--- src/rtl/core/life_automaton_step_core_defines.svh ---
// Assertion macros shared by the life automaton step core.
`ifndef LIFE_AUTOMATON_STEP_CORE_DEFINES_SVH
`define LIFE_AUTOMATON_STEP_CORE_DEFINES_SVH

// The consequent must hold in the same cycle as the antecedent.
`define LIFESTEP_ASSERT_NOW(label, ante, cons) \
	label: assert property (@(posedge clk) disable iff (!arst_n) (ante) |-> (cons)) \
		else $error("lifestep same-cycle check failed");

// The consequent must hold in the cycle after the antecedent.
`define LIFESTEP_ASSERT_NEXT(label, ante, cons) \
	label: assert property (@(posedge clk) disable iff (!arst_n) (ante) |=> (cons)) \
		else $error("lifestep next-cycle check failed");

`endif

--- src/rtl/core/lifestep_pkg.sv ---
// Types and codes shared by the life automaton step core.
package lifestep_pkg;

	localparam logic [1:0] OP_WRITE = 2'd0;
	localparam logic [1:0] OP_READ  = 2'd1;
	localparam logic [1:0] OP_STEP  = 2'd2;

	typedef struct packed {
		logic [1:0] opcode;
		logic [5:0] row;
		logic [5:0] column;
		logic       cell_in;
	} req_t;

	typedef struct packed {
		logic cell_out;
		logic done_res;
	} rsp_t;

	// One grid column as seen by a sweep cell: old rows above, current and below.
	typedef struct packed {
		logic above;
		logic cur;
		logic below;
	} col_t;

	typedef struct packed {
		logic load;
		logic shift;
	} cell_ctl_t;

endpackage

--- src/rtl/core/life_automaton_step_core.sv ---
// Top level of the life automaton step core: request decode, sweep sequencer and response register.
// The grid lives in a row memory with one read and one write port. A write request reads its row,
// modifies it and writes it back, then posts the response; a read request reads its row, captures
// the bit and posts the response. An off-grid access or an unused opcode goes straight to the response.
// An advance request loads row zero into the row of GRID_SIZE column cells, then sweeps one row per
// cycle while the next row is fetched and the new row is written back, then posts the response.
// The grid is dead after reset at once through per-row valid bits, so there is no clearing pass.
// A new request is taken while the previous response still waits to be collected.
`include "life_automaton_step_core_defines.svh"

module life_automaton_step_core #(
	parameter int unsigned GRID_SIZE = 64
) (
	input  logic                clk,
	input  logic                arst_n,
	input  logic                req_valid,
	output logic                req_ready,
	input  lifestep_pkg::req_t  req,
	output logic                rsp_valid,
	input  logic                rsp_ready,
	output lifestep_pkg::rsp_t  rsp
);

	localparam int unsigned IW = $clog2(GRID_SIZE);
	localparam int unsigned AW = (IW > 6) ? IW : 6;
	localparam logic [IW-1:0] LAST_ROW = IW'(GRID_SIZE - 1);

	typedef enum logic [2:0] {
		S_IDLE,
		S_WRMOD,
		S_RDWAIT,
		S_FILL,
		S_SWEEP,
		S_DONE
	} state_t;

	state_t             state_q;
	logic [IW-1:0]      cnt_q;
	logic [IW-1:0]      row_q;
	logic [IW-1:0]      col_q;
	logic               bit_q;
	lifestep_pkg::rsp_t res_q;
	lifestep_pkg::rsp_t rsp_q;
	logic               rsp_valid_q;

	logic                   acc;
	logic [AW:0]            row_w;
	logic [AW:0]            col_w;
	logic                   on_grid;
	logic [IW-1:0]          row_idx;
	logic [IW-1:0]          col_idx;
	logic [IW:0]            next_rd;
	logic                   mem_wr_en;
	logic [IW-1:0]          mem_wr_addr;
	logic [GRID_SIZE-1:0]   mem_wr_data;
	logic                   mem_rd_en;
	logic [IW-1:0]          mem_rd_addr;
	logic [GRID_SIZE-1:0]   rd_data;
	logic [GRID_SIZE-1:0]   feed;
	logic [GRID_SIZE-1:0]   next_row;
	logic [GRID_SIZE-1:0]   mod_row;
	lifestep_pkg::cell_ctl_t ctl;
	lifestep_pkg::col_t     nb [GRID_SIZE+2];

	assign req_ready = (state_q == S_IDLE);
	assign acc       = req_valid && req_ready;
	assign rsp_valid = rsp_valid_q;
	assign rsp       = rsp_q;

	assign row_w   = (AW+1)'(req.row);
	assign col_w   = (AW+1)'(req.column);
	assign on_grid = (row_w < (AW+1)'(GRID_SIZE)) && (col_w < (AW+1)'(GRID_SIZE));
	assign row_idx = row_w[IW-1:0];
	assign col_idx = col_w[IW-1:0];
	assign next_rd = (IW+1)'(cnt_q) + (IW+1)'(2);

	// Below the last row lies only dead space.
	assign feed = ((state_q == S_SWEEP) && (cnt_q == LAST_ROW)) ? '0 : rd_data;

	always_comb begin
		mod_row         = rd_data;
		mod_row[col_q]  = bit_q;
		mem_rd_en       = 1'b0;
		mem_rd_addr     = row_idx;
		mem_wr_en       = 1'b0;
		mem_wr_addr     = row_q;
		mem_wr_data     = mod_row;
		ctl             = '0;
		unique case (state_q)
			S_IDLE: begin
				if (acc && on_grid
						&& (req.opcode == lifestep_pkg::OP_WRITE
						|| req.opcode == lifestep_pkg::OP_READ)) begin
					mem_rd_en = 1'b1;
				end
				if (acc && (req.opcode == lifestep_pkg::OP_STEP)) begin
					mem_rd_en   = 1'b1;
					mem_rd_addr = '0;
				end
			end
			S_WRMOD: begin
				mem_wr_en = 1'b1;
			end
			S_FILL: begin
				ctl.load    = 1'b1;
				mem_rd_en   = 1'b1;
				mem_rd_addr = IW'(1);
			end
			S_SWEEP: begin
				ctl.shift   = 1'b1;
				mem_wr_en   = 1'b1;
				mem_wr_addr = cnt_q;
				mem_wr_data = next_row;
				if (next_rd < (IW+1)'(GRID_SIZE)) begin
					mem_rd_en   = 1'b1;
					mem_rd_addr = next_rd[IW-1:0];
				end
			end
			default: begin
			end
		endcase
	end

	lifestep_rowmem #(
		.GRID_SIZE(GRID_SIZE)
	) u_rowmem (
		.clk     (clk),
		.arst_n  (arst_n),
		.wr_en   (mem_wr_en),
		.wr_addr (mem_wr_addr),
		.wr_data (mem_wr_data),
		.rd_en   (mem_rd_en),
		.rd_addr (mem_rd_addr),
		.rd_data (rd_data)
	);

	assign nb[0]           = '0;
	assign nb[GRID_SIZE+1] = '0;

	for (genvar i = 0; i < GRID_SIZE; i++) begin : g_cell
		lifestep_cell u_cell (
			.clk   (clk),
			.ctl   (ctl),
			.feed  (feed[i]),
			.left  (nb[i]),
			.right (nb[i+2]),
			.own   (nb[i+1]),
			.nxt   (next_row[i])
		);
	end

	always_ff @(posedge clk or negedge arst_n) begin
		if (!arst_n) begin
			state_q     <= S_IDLE;
			cnt_q       <= '0;
			row_q       <= '0;
			col_q       <= '0;
			bit_q       <= 1'b0;
			res_q       <= '0;
			rsp_q       <= '0;
			rsp_valid_q <= 1'b0;
		end else begin
			// In the done state the response register is refilled below instead.
			if (rsp_valid_q && rsp_ready && (state_q != S_DONE)) begin
				rsp_valid_q <= 1'b0;
			end
			unique case (state_q)
				S_IDLE: begin
					if (acc) begin
						row_q <= row_idx;
						col_q <= col_idx;
						bit_q <= req.cell_in;
						case (req.opcode)
							lifestep_pkg::OP_WRITE: begin
								res_q   <= '{cell_out: 1'b0, done_res: 1'b1};
								state_q <= on_grid ? S_WRMOD : S_DONE;
							end
							lifestep_pkg::OP_READ: begin
								res_q   <= '{cell_out: 1'b0, done_res: 1'b1};
								state_q <= on_grid ? S_RDWAIT : S_DONE;
							end
							lifestep_pkg::OP_STEP: begin
								state_q <= S_FILL;
							end
							default: begin
								res_q   <= '{cell_out: 1'b0, done_res: 1'b0};
								state_q <= S_DONE;
							end
						endcase
					end
				end
				S_WRMOD: begin
					state_q <= S_DONE;
				end
				S_RDWAIT: begin
					res_q   <= '{cell_out: rd_data[col_q], done_res: 1'b1};
					state_q <= S_DONE;
				end
				S_FILL: begin
					cnt_q   <= '0;
					state_q <= S_SWEEP;
				end
				S_SWEEP: begin
					if (cnt_q == LAST_ROW) begin
						res_q   <= '{cell_out: 1'b0, done_res: 1'b1};
						state_q <= S_DONE;
					end else begin
						cnt_q <= cnt_q + IW'(1);
					end
				end
				S_DONE: begin
					if (!rsp_valid_q || rsp_ready) begin
						rsp_q       <= res_q;
						rsp_valid_q <= 1'b1;
						state_q     <= S_IDLE;
					end
				end
				default: begin
					state_q <= S_IDLE;
				end
			endcase
		end
	end

	`LIFESTEP_ASSERT_NOW(a_sweep_writes_row, state_q == S_SWEEP, mem_wr_en && mem_wr_addr == cnt_q)
	`LIFESTEP_ASSERT_NEXT(a_step_fetches, acc && req.opcode == lifestep_pkg::OP_STEP, state_q == S_FILL)
	`LIFESTEP_ASSERT_NEXT(a_sweep_ends, state_q == S_SWEEP && cnt_q == LAST_ROW, state_q == S_DONE && res_q.done_res)

endmodule

--- src/rtl/core/lifestep_cell.sv ---
// One column cell of the sweep row: holds two old rows and computes the B3/S23 update.
module lifestep_cell (
	input  logic                   clk,
	input  lifestep_pkg::cell_ctl_t ctl,
	input  logic                   feed,
	input  lifestep_pkg::col_t     left,
	input  lifestep_pkg::col_t     right,
	output lifestep_pkg::col_t     own,
	output logic                   nxt
);

	logic       above_q;
	logic       cur_q;
	logic [3:0] count;

	assign own.above = above_q;
	assign own.cur   = cur_q;
	assign own.below = feed;

	always_comb begin
		count = 4'(left.above) + 4'(left.cur) + 4'(left.below)
			+ 4'(above_q) + 4'(feed)
			+ 4'(right.above) + 4'(right.cur) + 4'(right.below);
		nxt = (count == 4'd3) || (cur_q && (count == 4'd2));
	end

	// Loading starts a sweep with nothing above row zero.
	always_ff @(posedge clk) begin
		if (ctl.load) begin
			above_q <= 1'b0;
			cur_q   <= feed;
		end else if (ctl.shift) begin
			above_q <= cur_q;
			cur_q   <= feed;
		end
	end

endmodule

--- src/rtl/core/lifestep_rowmem.sv ---
// Row store of the grid, one row per word, with per-row valid bits that clear the grid at reset.
module lifestep_rowmem #(
	parameter int unsigned GRID_SIZE = 64
) (
	input  logic                         clk,
	input  logic                         arst_n,
	input  logic                         wr_en,
	input  logic [$clog2(GRID_SIZE)-1:0] wr_addr,
	input  logic [GRID_SIZE-1:0]         wr_data,
	input  logic                         rd_en,
	input  logic [$clog2(GRID_SIZE)-1:0] rd_addr,
	output logic [GRID_SIZE-1:0]         rd_data
);

	logic [GRID_SIZE-1:0] mem [GRID_SIZE];
	logic [GRID_SIZE-1:0] rd_q;
	logic [GRID_SIZE-1:0] valid_q;
	logic                 rd_vld_q;

	always_ff @(posedge clk) begin
		if (wr_en) begin
			mem[wr_addr] <= wr_data;
		end
		if (rd_en) begin
			rd_q <= mem[rd_addr];
		end
	end

	always_ff @(posedge clk or negedge arst_n) begin
		if (!arst_n) begin
			valid_q  <= '0;
			rd_vld_q <= 1'b0;
		end else begin
			if (wr_en) begin
				valid_q[wr_addr] <= 1'b1;
			end
			if (rd_en) begin
				rd_vld_q <= valid_q[rd_addr];
			end
		end
	end

	// A row never written since reset reads as all dead.
	assign rd_data = rd_vld_q ? rd_q : '0;

endmodule
--- config.mk ---
export PLATFORM = sky130hd
export DESIGN_NAME = life_automaton_step_core
export DESIGN_NICKNAME = d
export VERILOG_FILES = /design/src/rtl/core/lifestep_pkg.sv /design/src/rtl/core/life_automaton_step_core.sv /design/src/rtl/core/lifestep_cell.sv /design/src/rtl/core/lifestep_rowmem.sv
export VERILOG_INCLUDE_DIRS = /design/src /design/src/rtl/core
export SDC_FILE = /design/constraint.sdc
export NUM_CORES = 2
export LEC_CHECK = 0
export ABC_CLOCK_PERIOD_IN_PS = 19700
export BUFFER_PORTS_ARGS = -buffer_cell sky130_fd_sc_hd__buf_2
export CAP_MARGIN = 20
export CORE_MARGIN = 5
export CORE_UTILIZATION = 30
export DETAILED_ROUTE_END_ITERATION = 8
export PLACE_DENSITY = 0.41
export SYNTH_ARGS = -nofsm -noshare
export SYNTH_HDL_FRONTEND = slang
export SYNTH_SLANG_ARGS = --single-unit
--- constraint.sdc ---
create_clock -name clk -period 19.7 [get_ports clk]
set_input_delay 4.925 -clock clk [delete_from_list [all_inputs] [get_ports clk]]
set_output_delay 4.925 -clock clk [all_outputs]
set_load 0.01 [all_outputs]
==> summary.md <==
| Metric | Value |
|---|---|
| Run status | finished clean |
| Setup TNS | 0 ns |
| NumNets Final | 9845 |
| Sequential share of the synthesized area | 0.731 |
| Top-count cell post-synth | edfxtp_1 |
| Reg2reg end | u_rowmem.mem[15][10] |
| Via count | 95700 |
| Fin. max-slew vios | 0 |
| Clock Skews | 0.132 ns |
| Largest net degree at the start of global routing | 132 |
| Yosys warnings | 0 |
| # fillers | 55500 |
| Initial antenna violation count | 79 |
| CP endpoint kind | register |
| Async set or reset register ratio after synthesis | 0.0210 |
| H-tree levels | 5 |
| Synth Area per Inst | 19.8 um2 |
| CP delay by family, top | buffers and inverters |
| Final Hold Violating Endpoints | 0 |
| Final antenna-violating net count | 0 |
| WL/cell | 36.8 um |
| Final setup vio count | 0 |
| Slew headroom | 0.188 |
| Post-synth top flop | edfxtp_1 |
| Area share of fa/ha/maj cells after synthesis | 0.0420 |
| Mux contribution to synthesized area | 0.141 |
| Distinct cells, synth | 69 |
| M2 GR Usage | 0.327 |
| Syn nets | 9476 |
| Worst reg2reg path startpoint | state_q[2] |
| Combinational family with the most area after synthesis | multiplexers |
| Synth area leader | edfxtp_1 |
| Number of global-route vias before repair | 96700 |
| GR Util All Layers | 0.207 |
| Synth Area in XOR/XNOR | 0.000196 |
| Met1 Use GR | 0.300 |
| Slowest cell on crit path | buf_4 |
| Clock-pin slew on the worst setup and hold paths | 0.06 ns |
| Post-synth EDFFs | 4224 |
| Min-delay src | u_rowmem.valid_q[26] |
| Global route hottest layer | met2 |
| Worst Path Required | 20.52 ns |
| Crit path buf inv count | 6 |
| Post-route DRC | 0 |
| Compound-gate portion of the synthesized area | 0.0393 |
| Post-synth top area share | 0.711 |
| Global-route wire length before repair | 868000 um |
| Max FO, Critical Path | 88 |
| Max Root-Sink Buffers | 4 |
| Detailed placement HPWL | 340000 um |
| Most instantiated cells after synthesis | edfxtp_1, mux4_2, inv_1 |
| CTS Root Cell | clkbuf_16 |
| CTS tree | done |
| Reg2reg setup slack | 12.24 ns |
| Share of cells above drive strength 1 | 0.233 |
| PostCTS Resize Cnt | 0 |
| Final core area utilization | 0.346 |
| Simple-gate share of the synthesized area | 0.0214 |
| Port Buffers | 22 |
| Num CTS Buffers | 473 |
| Worst skew pair latency | 1.08 ns |
| Chip height | 781 um |
| Max incr delay on CP | 0.82 ns |
| Mapped Cells | 9009 |
| DR pass1 iterations | 5 |
| GR met3 Demand/Resource | 0.0308 |
| Setup crit start kind | primary input |
| Clock Sink Count | 4380 |
| Netlist Area Pre-Place | 0.178 mm2 |
| Fmax achieved | 99.2 MHz |
| Tcrit/Tclk final | 0.511 |
| Std cell rows | 283 |
| Hold Path Cell Cnt | 1 |
| Post-CTS setup buffer count | 0 |
| Setup Crit Path Kind | in -> reg |
| Die area | 0.610 mm2 |
| Core area | 0.593 mm2 |
| DR iter-0 viols | 13300 |
| Most frequent CP cell | buf_4 |
| Worst slew pin tran | 1.22 ns |
| Initial Utilization | 0.301 |
| WHS Endpoint | u_rowmem.valid_q[26] |
| DR vias/cell | 5.43 |
| Final wirelength | 649000 um |
| Minimum clock period | 10.08 ns |
| Min-delay worst type | reg -> reg |
| Ports | 23 |
| Final GP Congestion | 0.812 |
| Area growth, synth to finish | 15.2% |
| Max Cap Violations | 0 |
| Seq cells post-synth | 4380 |
| Die X-Extent | 781 um |
| Crit path DAT | 10.89 ns |
| Worst Reg-to-Reg Cells | 8 |
| Total gr overflow | 0 |
| CP Cell Sequence | buf_2 -> inv_1 -> ha_1 -> a21oi_1 -> a2111oi_1 -> a311o_2 -> buf_12 -> buf_4 -> buf_4 -> mux4_2 -> a22oi_1 -> a21oi_1 -> nor2_1 -> o221ai_1 -> buf_4 |
| Hold-fix buffer count after cts | 0 |
| Unrepaired setup endpoints after global routing | false |
| Dominant cells by area after synthesis | edfxtp_1, mux4_2, fa_1, ha_1, inv_1 |
==> worst reg2reg max path, stage by stage (launching register included) <==
cell	delay [ns]
dfrtp_1	0.73
nor3b_4	0.28
buf_4	0.76
buf_4	0.94
mux2i_1	0.62
nand3_1	0.84
nor2_4	1.15
buf_4	0.81
buf_4	0.81
==> final cells by class <==
type	instances	area, um2	area share
Clock buffer	603	12500	0.0608
Tap cell	7837	9810	0.0477
Antenna cell	13	32.5	0.000158
Multi-Input combinational cell	3541	44900	0.219
Inverter	625	2350	0.0114
Sequential cell	4380	130000	0.635
Timing Repair Buffer	357	3170	0.0154
Clock inverter	263	2260	0.0110
==> kinds of logic (layout without fill, tap and decap cells) <==
kind of cell	after synthesis	after routing
AOI/OAI and AO/OA	1052	1052
xor gates and xnor gates	4	4
adders and majority gates	448	448
buffers and inverters	1088	1848
DFF	4380	4380
muxes	1219	1219
other	0	13
and+or+nand+nor	818	818
==> how the worst max path moves through the flow <==
stage | startpoint | end | cells after the start
3_5_place_dp | req[13] | u_rowmem.rd_q[60] | 14
3_3_place_gp | req[13] | u_rowmem.rd_q[60] | 14
2_1_floorplan | req[13] | u_rowmem.rd_vld_q | 8
5_1_grt | req[13] | u_rowmem.rd_q[60] | 15
4_1_cts | req[13] | u_rowmem.rd_q[60] | 14
6_report | req[13] | u_rowmem.rd_q[60] | 15
==> registers in the layout (all words and copies together) (netlist names), 2 cells and up <==
signal	count
u_rowmem.mem	4096
row_q	6
g_cell.u_cell.above_q	64
state_q	3
u_rowmem.valid_q	64
res_q	2
cnt_q	6
u_rowmem.rd_q	64
g_cell.u_cell.cur_q	64
col_q	6
rsp	2
==> through the flow <==
| step | worst slack [ns] | hold WS, ns | instance area [um2] | instances |
|---|---|---|---|---|
| 6_report | 9.62 | 0.465 | 205000 | 17600 |
| 3_3_place_gp | 8.22 | 0.446 | 191000 | 16700 |
| 2_1_floorplan | 9.05 | 0.434 | 178000 | 9009 |
| 3_5_place_dp | 8.34 | 0.450 | 191000 | 16700 |
| 5_1_grt | 9.09 | 0.473 | 205000 | 17600 |
| 4_1_cts | 9.54 | 0.465 | 205000 | 17600 |
==> layout by cell type, fill, tap and decap left out, types with 17 or more instances in the layout <==
master / instances
o21ai_4: 65
a31oi_1: 95
o22ai_1: 223
nor2_1: 155
nor2b_1: 18
o32ai_1: 17
clkinv_2: 79
nand2_1: 297
inv_1: 624
clkbuf_1: 117
buf_2: 22
mux4_2: 1031
clkinv_1: 113
edfxtp_1: 4224
or4_1: 62
fa_1: 252
ha_1: 196
clkbuf_16: 477
a2111oi_0: 51
dfrtp_1: 90
a22oi_1: 88
a22o_1: 51
or2_2: 65
bufinv_16: 28
a211oi_1: 44
a21oi_1: 187
nor2_4: 68
buf_12: 43
nand3_1: 34
dfxtp_1: 64
a211o_1: 28
o221ai_1: 28
nor4_1: 19
a221oi_1: 45
mux2i_1: 172
o21ai_0: 75
nor3_1: 23
buf_4: 291
==> per-layer routing <==
| layer | vias to the layer above | part of all wire |
|---|---|---|
| li1 | 37300 | - |
| met1 | 53500 | 0.44 |
| met2 | 4074 | 0.46 |
| met3 | 822 | 0.072 |
| met4 | 4 | 0.030 |
| met5 | - | 0.000035 |
Power is left out: the tool's default activity adds up to more than one toggle a clock period on the data nets, which glitch-free logic cannot reach.
